[src/rtl/core/ppfd_pkg.sv]
// ----------------------------------------------------------------------------
// ppfd_pkg
// Shared types and constants for the pulse pair frame decoder.
// ----------------------------------------------------------------------------
package ppfd_pkg;

  localparam int MAX_FRAME_BITS = 256;
  localparam int DURATION_WIDTH = 16;
  localparam int MIN_FRAME_PULSES = 2 + 2;
  localparam int BITS_W = 9;
  localparam int INDEX_W = 8;
  localparam int CFG_INDEX_W = 3;

  localparam logic [CFG_INDEX_W-1:0] REG_HIGH_MIN   = 3'd0;
  localparam logic [CFG_INDEX_W-1:0] REG_HIGH_MAX   = 3'd1;
  localparam logic [CFG_INDEX_W-1:0] REG_LOW_MIN    = 3'd2;
  localparam logic [CFG_INDEX_W-1:0] REG_LOW_MAX    = 3'd3;
  localparam logic [CFG_INDEX_W-1:0] REG_FOOTER_MIN = 3'd4;
  localparam logic [CFG_INDEX_W-1:0] REG_FOOTER_MAX = 3'd5;

  localparam logic [DURATION_WIDTH-1:0] HIGH_MIN_RST   = 16'd450;
  localparam logic [DURATION_WIDTH-1:0] HIGH_MAX_RST   = 16'd800;
  localparam logic [DURATION_WIDTH-1:0] LOW_MIN_RST    = 16'd150;
  localparam logic [DURATION_WIDTH-1:0] LOW_MAX_RST    = 16'd449;
  localparam logic [DURATION_WIDTH-1:0] FOOTER_MIN_RST = 16'd2000;
  localparam logic [DURATION_WIDTH-1:0] FOOTER_MAX_RST = 16'd20000;

  typedef enum logic [1:0] {
    CLS_NONE   = 2'd0,
    CLS_HIGH   = 2'd1,
    CLS_LOW    = 2'd2,
    CLS_FOOTER = 2'd3
  } pulse_class_t;

  typedef enum logic [2:0] {
    ST_OK        = 3'd0,
    ST_ODD       = 3'd1,
    ST_NODATA    = 3'd2,
    ST_BADPAIR   = 3'd3,
    ST_BADFOOTER = 3'd4,
    ST_OVERFLOW  = 3'd5
  } frame_status_t;

  typedef enum logic {
    KIND_BIT    = 1'b0,
    KIND_REPORT = 1'b1
  } item_kind_t;

  typedef struct packed {
    logic [DURATION_WIDTH-1:0] pulse_duration;
    logic                      capture_end;
  } in_item_t;

  typedef struct packed {
    item_kind_t         item_kind;
    logic               bit_value;
    logic [INDEX_W-1:0] bit_index;
    frame_status_t      frame_status;
    logic [BITS_W-1:0]  frame_bits;
  } out_item_t;

  typedef struct packed {
    logic [DURATION_WIDTH-1:0] high_min;
    logic [DURATION_WIDTH-1:0] high_max;
    logic [DURATION_WIDTH-1:0] low_min;
    logic [DURATION_WIDTH-1:0] low_max;
    logic [DURATION_WIDTH-1:0] footer_min;
    logic [DURATION_WIDTH-1:0] footer_max;
  } windows_t;

endpackage

[src/rtl/core/pulse_pair_frame_decoder.sv]
// ----------------------------------------------------------------------------
// pulse_pair_frame_decoder
// Decodes captured RF pulse durations into data bits and frame reports.
//
// Input channel (in_valid/in_stall/in_data): one pulse duration per item,
// capture_end set on the last pulse of a frame. Output channel
// (out_valid/out_stall/out_data): a data bit item for each good high-low or
// low-high pair in an error-free frame under its bit limit, and one report
// item with status and bit count on the last pulse. Other pulses give none.
// Path: an accepted item is registered in the input register, classified and
// decoded from it, and its result is registered in the output register, from
// which out_valid shows it until it is taken.
// Throughput: one item per cycle while out_stall is low; the input and output
// registers let a new item enter while a result waits to be taken.
// Stall: while out_stall holds a result, the item in the input register
// waits and in_stall rises; nothing is dropped.
// Reset: windows return to their defaults and frame state clears.
// Config: cfg_we/cfg_index/cfg_data write a window; writing only while the block is idle is up to the user.
// ----------------------------------------------------------------------------
module pulse_pair_frame_decoder import ppfd_pkg::*; (
  input  logic                      clk,
  input  logic                      rst,
  input  logic                      in_valid,
  output logic                      in_stall,
  input  in_item_t                  in_data,
  output logic                      out_valid,
  input  logic                      out_stall,
  output out_item_t                 out_data,
  input  logic                      cfg_we,
  input  logic [CFG_INDEX_W-1:0]    cfg_index,
  input  logic [DURATION_WIDTH-1:0] cfg_data
);

  windows_t     windows;
  logic         hold_valid;
  in_item_t     hold;
  logic         out_free;
  logic         advance;
  pulse_class_t pulse_class;
  logic         res_valid;
  out_item_t    res;

  assign out_free = !out_valid || !out_stall;
  assign advance  = hold_valid && out_free;
  assign in_stall = hold_valid && !out_free;

  always_ff @(posedge clk) begin
    if (rst) begin
      windows.high_min   <= HIGH_MIN_RST;
      windows.high_max   <= HIGH_MAX_RST;
      windows.low_min    <= LOW_MIN_RST;
      windows.low_max    <= LOW_MAX_RST;
      windows.footer_min <= FOOTER_MIN_RST;
      windows.footer_max <= FOOTER_MAX_RST;
    end else if (cfg_we) begin
      case (cfg_index)
        REG_HIGH_MIN:   windows.high_min   <= cfg_data;
        REG_HIGH_MAX:   windows.high_max   <= cfg_data;
        REG_LOW_MIN:    windows.low_min    <= cfg_data;
        REG_LOW_MAX:    windows.low_max    <= cfg_data;
        REG_FOOTER_MIN: windows.footer_min <= cfg_data;
        REG_FOOTER_MAX: windows.footer_max <= cfg_data;
        default: begin
        end
      endcase
    end
  end

  always_ff @(posedge clk) begin
    if (rst) begin
      hold_valid <= 1'b0;
    end else if (!in_stall) begin
      hold_valid <= in_valid;
    end
  end

  always_ff @(posedge clk) begin
    if (in_valid && !in_stall) begin
      hold <= in_data;
    end
  end

  ppfd_classify u_classify (
    .duration    (hold.pulse_duration),
    .windows     (windows),
    .pulse_class (pulse_class)
  );

  ppfd_frame u_frame (
    .clk         (clk),
    .rst         (rst),
    .advance     (advance),
    .capture_end (hold.capture_end),
    .pulse_class (pulse_class),
    .res_valid   (res_valid),
    .res         (res)
  );

  always_ff @(posedge clk) begin
    if (rst) begin
      out_valid <= 1'b0;
    end else if (out_free) begin
      out_valid <= advance && res_valid;
    end
  end

  always_ff @(posedge clk) begin
    if (out_free && advance && res_valid) begin
      out_data <= res;
    end
  end

  a_no_accept_when_full: assert property (@(posedge clk) disable iff (rst)
    hold_valid && out_valid && out_stall |-> in_stall)
    else $error("input taken while both registers are blocked");

  a_out_holds: assert property (@(posedge clk) disable iff (rst)
    out_valid && out_stall |=> out_valid && $stable(out_data))
    else $error("stalled output item changed");

  a_hold_holds: assert property (@(posedge clk) disable iff (rst)
    in_stall |=> hold_valid && $stable(hold))
    else $error("waiting input item changed");

endmodule

[src/rtl/core/ppfd_classify.sv]
// ----------------------------------------------------------------------------
// ppfd_classify
// Sorts one pulse duration into high, low, footer or none; first window wins.
// ----------------------------------------------------------------------------
module ppfd_classify import ppfd_pkg::*; (
  input  logic [DURATION_WIDTH-1:0] duration,
  input  windows_t                  windows,
  output pulse_class_t              pulse_class
);

  logic in_high;
  logic in_low;
  logic in_footer;

  assign in_high   = (duration >= windows.high_min) && (duration <= windows.high_max);
  assign in_low    = (duration >= windows.low_min) && (duration <= windows.low_max);
  assign in_footer = (duration >= windows.footer_min) && (duration <= windows.footer_max);

  always_comb begin
    if (in_high) begin
      pulse_class = CLS_HIGH;
    end else if (in_low) begin
      pulse_class = CLS_LOW;
    end else if (in_footer) begin
      pulse_class = CLS_FOOTER;
    end else begin
      pulse_class = CLS_NONE;
    end
  end

endmodule

[src/rtl/core/ppfd_frame.sv]
// ----------------------------------------------------------------------------
// ppfd_frame
// Frame state: pairs pulses into bits, tracks errors, builds the result item.
// ----------------------------------------------------------------------------
module ppfd_frame import ppfd_pkg::*; (
  input  logic         clk,
  input  logic         rst,
  input  logic         advance,
  input  logic         capture_end,
  input  pulse_class_t pulse_class,
  output logic         res_valid,
  output out_item_t    res
);

  logic              second_of_pair;
  pulse_class_t      first_pulse_class;
  logic [BITS_W-1:0] bits_so_far;
  frame_status_t     pending_error;

  logic              second_of_pair_next;
  pulse_class_t      first_pulse_class_next;
  logic [BITS_W-1:0] bits_so_far_next;
  frame_status_t     pending_error_next;

  logic is_one;
  logic is_zero;
  logic at_limit;

  assign is_one   = (first_pulse_class == CLS_HIGH) && (pulse_class == CLS_LOW);
  assign is_zero  = (first_pulse_class == CLS_LOW) && (pulse_class == CLS_HIGH);
  assign at_limit = bits_so_far >= BITS_W'(MAX_FRAME_BITS);

  always_comb begin
    second_of_pair_next    = second_of_pair;
    first_pulse_class_next = first_pulse_class;
    bits_so_far_next       = bits_so_far;
    pending_error_next     = pending_error;
    res_valid              = 1'b0;
    res.item_kind          = KIND_BIT;
    res.bit_value          = 1'b0;
    res.bit_index          = '0;
    res.frame_status       = ST_OK;
    res.frame_bits         = '0;
    if (capture_end) begin
      res_valid      = 1'b1;
      res.item_kind  = KIND_REPORT;
      res.frame_bits = bits_so_far;
      if (!second_of_pair) begin
        res.frame_status =
          (bits_so_far < BITS_W'(MIN_FRAME_PULSES / 2)) ? ST_NODATA : ST_ODD;
      end else if (bits_so_far == '0) begin
        res.frame_status = ST_NODATA;
      end else if (!((first_pulse_class == CLS_HIGH) && (pulse_class == CLS_FOOTER))) begin
        res.frame_status = ST_BADFOOTER;
      end else begin
        res.frame_status = pending_error;
      end
      second_of_pair_next    = 1'b0;
      first_pulse_class_next = CLS_NONE;
      bits_so_far_next       = '0;
      pending_error_next     = ST_OK;
    end else if (!second_of_pair) begin
      first_pulse_class_next = pulse_class;
      second_of_pair_next    = 1'b1;
    end else begin
      second_of_pair_next    = 1'b0;
      first_pulse_class_next = CLS_NONE;
      if (!(is_one || is_zero)) begin
        if (pending_error == ST_OK) begin
          pending_error_next = ST_BADPAIR;
        end
      end else if (at_limit) begin
        if (pending_error == ST_OK) begin
          pending_error_next = ST_OVERFLOW;
        end
      end else if (pending_error == ST_OK) begin
        res_valid     = 1'b1;
        res.bit_value = is_one;
        res.bit_index = bits_so_far[INDEX_W-1:0];
      end
      if (!at_limit) begin
        bits_so_far_next = bits_so_far + BITS_W'(1);
      end
    end
  end

  always_ff @(posedge clk) begin
    if (rst) begin
      second_of_pair    <= 1'b0;
      first_pulse_class <= CLS_NONE;
      bits_so_far       <= '0;
      pending_error     <= ST_OK;
    end else if (advance) begin
      second_of_pair    <= second_of_pair_next;
      first_pulse_class <= first_pulse_class_next;
      bits_so_far       <= bits_so_far_next;
      pending_error     <= pending_error_next;
    end
  end

  a_bits_bounded: assert property (@(posedge clk) disable iff (rst)
    bits_so_far <= BITS_W'(MAX_FRAME_BITS))
    else $error("bit count past frame limit");

  a_report_clears: assert property (@(posedge clk) disable iff (rst)
    advance && capture_end |=> !second_of_pair && bits_so_far == '0
      && pending_error == ST_OK)
    else $error("frame state not cleared after report");

  a_bit_needs_clean_frame: assert property (@(posedge clk) disable iff (rst)
    res_valid && res.item_kind == KIND_BIT |-> pending_error == ST_OK && second_of_pair)
    else $error("bit emitted outside a clean pair");

endmodule
[config.mk]
export PLATFORM = sky130hd
export DESIGN_NAME = pulse_pair_frame_decoder
export DESIGN_NICKNAME = d
export VERILOG_FILES = /design/src/rtl/core/ppfd_pkg.sv /design/src/rtl/core/pulse_pair_frame_decoder.sv /design/src/rtl/core/ppfd_classify.sv /design/src/rtl/core/ppfd_frame.sv
export SDC_FILE = /design/constraint.sdc
export NUM_CORES = 1
export LEC_CHECK = 0
export BUFFER_PORTS_ARGS = -buffer_cell sky130_fd_sc_hd__buf_4
export CORE_ASPECT_RATIO = 0.6
export CORE_UTILIZATION = 54
export DETAILED_ROUTE_END_ITERATION = 16
export GPL_TIMING_DRIVEN = 1
export HOLD_SLACK_MARGIN = 0.05
export PLACE_DENSITY = 0.73
export SKIP_LAST_GASP = 1
export SLEW_MARGIN = 40
export SYNTH_ARGS = -nofsm -noshare
export SYNTH_HDL_FRONTEND = slang
export SYNTH_SLANG_ARGS = --single-unit
export TNS_END_PERCENT = 10
[constraint.sdc]
create_clock -name clk -period 4.85 [get_ports clk]
set_clock_uncertainty 0.2 [all_clocks]
set_input_delay 0.485 -clock clk [delete_from_list [all_inputs] [get_ports clk]]
set_output_delay 0.485 -clock clk [all_outputs]
set_load 0.005 [all_outputs]
After elaboration in Yosys (flattened, before gate mapping)
Cells that the tools add are included.
{"block": "word_totals", "regBits": 152}
{"block": "op_classes", "n_addsub": 1, "order_cmp": 8, "eq_ne": 13, "n_mux": 26, "bitwise": 3, "n_reduce_logical": 32}
{"op": ">= comparator 16 bit", "count": 3}
{"op": "less-or-equal comparator 16 bit", "count": 3}
{"op": "two-way mux 3 bit", "count": 9}
{"op": "two-way mux 9 bit", "count": 3}
{"op": "logical AND 1 bit", "count": 12}
{"op": "two-way mux 2 bit", "count": 6}
{"op": "AND reduction 2 bit", "count": 6}
{"op": "adder 9 x 1 -> 9 bit, second input constant", "count": 1}
{"op": ">= comparator 9 bit, second input constant", "count": 1}
{"op": "logical NOT 9 bit", "count": 1}
{"op": "< comparator 9 x 2 -> 1 bit, second input constant", "count": 1}
{"op": "two-way mux 1 bit", "count": 8}
{"op": "== test 2 bit, second input constant", "count": 3}
{"op": "== test 3 x 2 -> 1 bit, second input constant", "count": 2}
{"op": "== test 3 bit, second input constant", "count": 2}
{"op": "logical NOT 3 bit", "count": 2}
{"op": "AND reduction 5 bit", "count": 1}
{"op": "OR reduction 5 bit", "count": 1}
{"op": "== test 2 x 1 -> 1 bit, second input constant", "count": 2}
{"op": "logical NOT 1 bit", "count": 4}
{"op": "== test 3 x 1 -> 1 bit, second input constant", "count": 1}
{"op": "inequality test 3 x 2 -> 1 bit, second input constant", "count": 1}
{"op": "inequality test 3 bit, second input constant", "count": 1}
{"op": "inverter 1 bit", "count": 3}
{"op": "other kinds (5)", "count": 6}

Depth between registers and ports, before layout
{"block": "depth", "depth_word": 12, "depth_mapped": 10, "depth_no_buf": 10}

By module
From an unflattened synthesis, not the netlist that was laid out.
{"block": "unflattened", "hier_cells": 854, "hier_area_um2": 8395.6}
{"mod": "pulse_pair_frame_decoder", "n_inst": 1, "cells_per_inst": 403, "area_per_inst_um2": 5038.6, "seq_area_each_um2": 3133.0}
{"mod": "ppfd_classify", "n_inst": 1, "cells_per_inst": 326, "area_per_inst_um2": 2367.3, "seq_area_each_um2": 0.0}
{"mod": "ppfd_frame", "n_inst": 1, "cells_per_inst": 125, "area_per_inst_um2": 989.7, "seq_area_each_um2": 300.3}

Worst setup path before layout
No wires, ideal clock.
{"block": "synth_timing", "path_kind": "reg2reg", "startpoint": "reg hold[6] (netlist bit)", "endpoint": "reg out_data[0] (netlist bit) (enable)", "arrival_ps": 3779, "required_ps": 4215, "slack_ps": 436, "path_stages_with_launch": 9, "path_buffers": 0, "period_less_slack_ps": 4414, "path_cell_list": "edfxtp_1 ha_1 a211oi_1 nor2_1 o41ai_1 o211ai_1 a22oi_2 mux2_4 o31ai_1"}
{"block": "synth_via", "elab_chain_cells": 12, "word_cells_on_any_way": 21, "classes_between": "order compare (6); eq/ne (2); mux (6); reduce/logical (7)"}
{"element": "start, declared", "line_no": "pulse_pair_frame_decoder.sv:36", "source": "in_item_t hold;"}
{"element": "start signal, assigned", "line_no": "pulse_pair_frame_decoder.sv:79", "source": "hold <= in_data;"}
{"element": ">= comparator 16 bit / less-or-equal comparator 16 bit (equally long branches)", "line_no": "ppfd_classify.sv:17", "source": "assign in_footer = (duration >= windows.footer_min) && (duration <= windows.footer_max);"}
{"element": "logical AND 1 bit", "line_no": "ppfd_classify.sv:17"}
{"element": "two-way mux 2 bit", "line_no": "ppfd_classify.sv:24", "source": "end else if (in_footer) begin"}
{"element": "two-way mux 2 bit", "line_no": "ppfd_classify.sv:22", "source": "end else if (in_low) begin"}
{"element": "two-way mux 2 bit (*)", "line_no": "ppfd_classify.sv:20", "source": "if (in_high) begin"}
{"element": "== test 2 bit / == test 2 x 1 -> 1 bit (equally long branches)", "line_no": "ppfd_frame.sv:29, ppfd_frame.sv:30"}
{"element": "logical AND 1 bit (on tied branches)", "line_no": "ppfd_frame.sv:29, ppfd_frame.sv:30"}
{"element": "logical OR 1 bit (*)", "line_no": "ppfd_frame.sv:68", "source": "if (!(is_one || is_zero)) begin"}
{"element": "two-way mux 1 bit (*)", "line_no": "ppfd_frame.sv:68"}
{"element": "two-way mux 1 bit (*)", "line_no": "ppfd_frame.sv:62", "source": "end else if (!second_of_pair) begin"}
{"element": "two-way mux 1 bit (*)", "line_no": "ppfd_frame.sv:44", "source": "if (capture_end) begin"}
{"element": "logical AND 1 bit (*)", "line_no": "pulse_pair_frame_decoder.sv:108", "source": "if (out_free && advance && res_valid) begin"}
{"element": "end signal, assigned", "line_no": "pulse_pair_frame_decoder.sv:109", "source": "out_data <= res;"}
{"element": "end, declared", "line_no": "pulse_pair_frame_decoder.sv:28", "source": "output out_item_t out_data,"}
Every way passes the cells marked *; elsewhere a longest branch is shown, timed or not.
A chain may end at the register's enable or synchronous reset.

Worst setup path in the final report
{"block": "layout_timing", "startpoint": "reg hold[6] (netlist bit)", "endpoint": "reg out_data[15] (netlist bit) (enable)"}
Same word-level chain as after synthesis.

==> results by group <==
Synth
  – Most instantiated cells after synthesis: 194 x nand2_1, 113 x dfxtp_1, 104 x a21oi_1
  – Syn nets: 1037
  – Synth Cell Area: 0.00784 mm²
  – Yosys cell types: 48
  – Synthesized flop and latch total: 152
  – Synth top area share: 28.9%
  – Synth Area in Simple Gates: 17.8%
  – Post-synth ARST share: 0%
  – Synth area leaders: dfxtp_1 29%, ha_1 16%, edfxtp_1 15%
  – Post-synthesis cell count: 898
  – Top_reg_cell synth: dfxtp_1
  – Synth Area in Compound Gates: 15.5%
  – Synth area leader: dfxtp_1
  – Average size of a mapped cell: 8.73 µm²
  – Seq/Total Area, Yosys: 43.8%
  – EDFF count, synth: 39
  – YS warnings: 0
  – Post-synthesis mux area share: 0.192%
  – Most frequent cell after synthesis: nand2_1
  – Post-synthesis xor/xnor area fraction: 0.670%
  – Main combinational cell family by area after synthesis: simple AND/OR/NAND/NOR gates
  – Adder-cell share of the synthesized area: 15.6%

Route
  – 1st-pass router iterations: 5
  – Starting DRT DRC Count: 673
  – Via Count: 6644
  – Final wirelength: 21400 µm
  – Antenna-violating nets left: 0
  – Via/cell ratio: 5.66
  – Average wire per standard cell: 18.3 µm
  – Drt drc: 0

Global routing
  – Pin count of the biggest net entering global routing: 78
  – Congestion Overflow GR: 0
  – Gr usage total: 30.1%
  – Antenna violations before repair: 0
  – Global-route wire length before repair: 33100 µm
  – Vias in the first global route: 6023

Timing
  – Minimum clock period: 3.45 ns
  – Min Hold Slack: 0.0615 ns
  – Worst slew pin tran: 0.866 ns
  – Fin. Hold Viols: 0
  – Fin worst setup slack: 1.40 ns
  – Setup tns final: 0 ns
  – Fin. max-slew vios: 0
  – Max Clock Freq: 290 MHz
  – Max_slew headroom: 42.1%
  – Final setup vio count: 0
  – Unrepaired setup endpoints after global routing: false
  – Period utilization: 71.2%

Clocking
  – TritonCTS Buffers: 17
  – Max clock buf depth: 2
  – Clk slew on worst S/H paths: 0.07 ns
  – Post-CTS Setup Inserts: 0
  – Cts hold-fix bufs: 16
  – Clock Latency Late Sink: 0.43 ns
  – # clock sinks: 152
  – Clock root buffer: clkbuf_16
  – CTS tree: done
  – H-tree depth: 4
  – Post-CTS sizing: 0

Floorplanning
  – Die X: 158 µm
  – Initial Utilization: 56.3%
  – Core ar.: 0.0139 mm²
  – DIE HEIGHT: 95.3 µm
  – Rows: 33
  – IO Pins: 65
  – Die ar.: 0.0150 mm²

Finish
  – Ant diodes: 0
  – Share of cells above drive strength 1: 11.4%
  – Layout area overhead: 17.7%
  – Fillers: 1146
  – Fin nets: 1107

Run status
  – Outcome: finished, final reports clean

Placement
  – DP Wirelength: 14700 µm
  – Port Buffers: 64
  – RePlAce Congestion: 0.917
  – Place WS: 1.42 ns

Flow run
  – Max-Cap Viols: 0

Pwr
  – PD cells: 322 mW/mm²
  – Leak: 0.00366 µW
  – Int Power: 2210 µW
  – Flop pwr share: 45.9%
  – Sw power: 761 µW
  – Gate power share: 10.3%
  – Net Sw Frac: 25.6%
  – Tot Pwr: 2970 µW
  – Peak supply drop: 0.000188 V
  – Clock power frac: 43.7%

Critical path
  – Crit Path Class: register to register
  – CP Launch Type: register
  – Critical Path RT: 4.75 ns
  – CP max FO: 22
  – Worst Path Arrival: 3.35 ns
  – CP Capture Type: register

Hold path
  – Worst hold path class: input port to register
-- power by group through the flow --
| stage | combinational [µW] | clock [µW] | sequential [µW] |
|---|---|---|---|
| 2_1_floorplan | 172 | 0 | 1380 |
| 3_3_place_gp | 280 | 0 | 1390 |
| 3_5_place_dp | 287 | 0 | 1390 |
| 4_1_cts | 301 | 1290 | 1370 |
| 5_1_grt | 342 | 1350 | 1370 |
| 6_report | 307 | 1300 | 1370 |
-- logic make-up (layout without fill, tap and decap cells) --
logic type	after synthesis	after routing
simple gates	313	313
flops	152	152
buf+inv	132	215
mux	1	1
xor+xnor	6	6
fa+ha+maj	98	98
compound gates	196	196
-- cell usage in the layout, fill, tap and decap left out, types with 11 or more instances in the layout --
cell type and count:
nand2_1 194, dfxtp_1 113, a21oi_1 104, inv_1 99, ha_1 98, buf_4 66, edfxtp_1 39, nor2_1 31
o211ai_1 31, clkbuf_16 17, and2_1 16, dlygate4sd3_1 16, nand4_1 15, o21ai_0 13, a211oi_1 12, nand3_1 11
a21o_1 11
-- cell type report --
class	instances	area [µm²]	area share, %
Timing Repair Buffer	84	678	7.35
Multi-Input combinational cell	614	3950	42.7
Clock buffer	19	433	4.69
Tap cell	192	240	2.60
Sequential cell	152	3430	37.2
Inverter	99	372	4.03
Clock inverter	13	129	1.40
-- registers in the layout, summed over array words and instances, names as in the netlist --
register and cells:
windows 96, out_data 22, hold 17, u_frame.bits_so_far 9, u_frame.pending_error 3, u_frame.first_pulse_class 2
hold_valid 1, out_valid 1, u_frame.second_of_pair 1
-- worst paths after layout --
path                                  start           end  slack, ns  cells after the start
worst max-delay path                hold[6]  out_data[15]       1.40                      9
worst min-delay path             in_data[7]       hold[7]       0.06                      1
worst max register to register      hold[6]  out_data[15]       1.40                      9
worst min register to register  windows[62]   windows[62]       0.25                      2
-- layer usage --
metal  GRT usage [%]  routed length (µm)  vias to the layer above
li1                -                   -                     3225
met1            47.0               10800                     3067
met2            40.0                8010                      325
met3            6.27                2280                       27
met4            10.3                 301                        0
met5               0                   0                        -
-- metrics by stage --
stage          cells  util (%)  cell area (µm²)
6_report        1173      66.3             9230
5_1_grt         1173      66.3             9230
4_1_cts         1173      66.3             9230
3_5_place_dp    1125      61.1             8510
3_3_place_gp    1124      60.9             8480
2_1_floorplan    898         -             7840
-- critical path: stages, from the launching register on --
cell,delay (ns)
edfxtp_1,0.51
ha_1,0.35
a211oi_1,0.24
nor2_1,0.08
o41ai_1,0.29
o211ai_1,0.17
a22oi_2,0.28
mux2_4,0.41
o31ai_4,0.22
buf_4,0.33
Power figures use the tool's default switching activity.
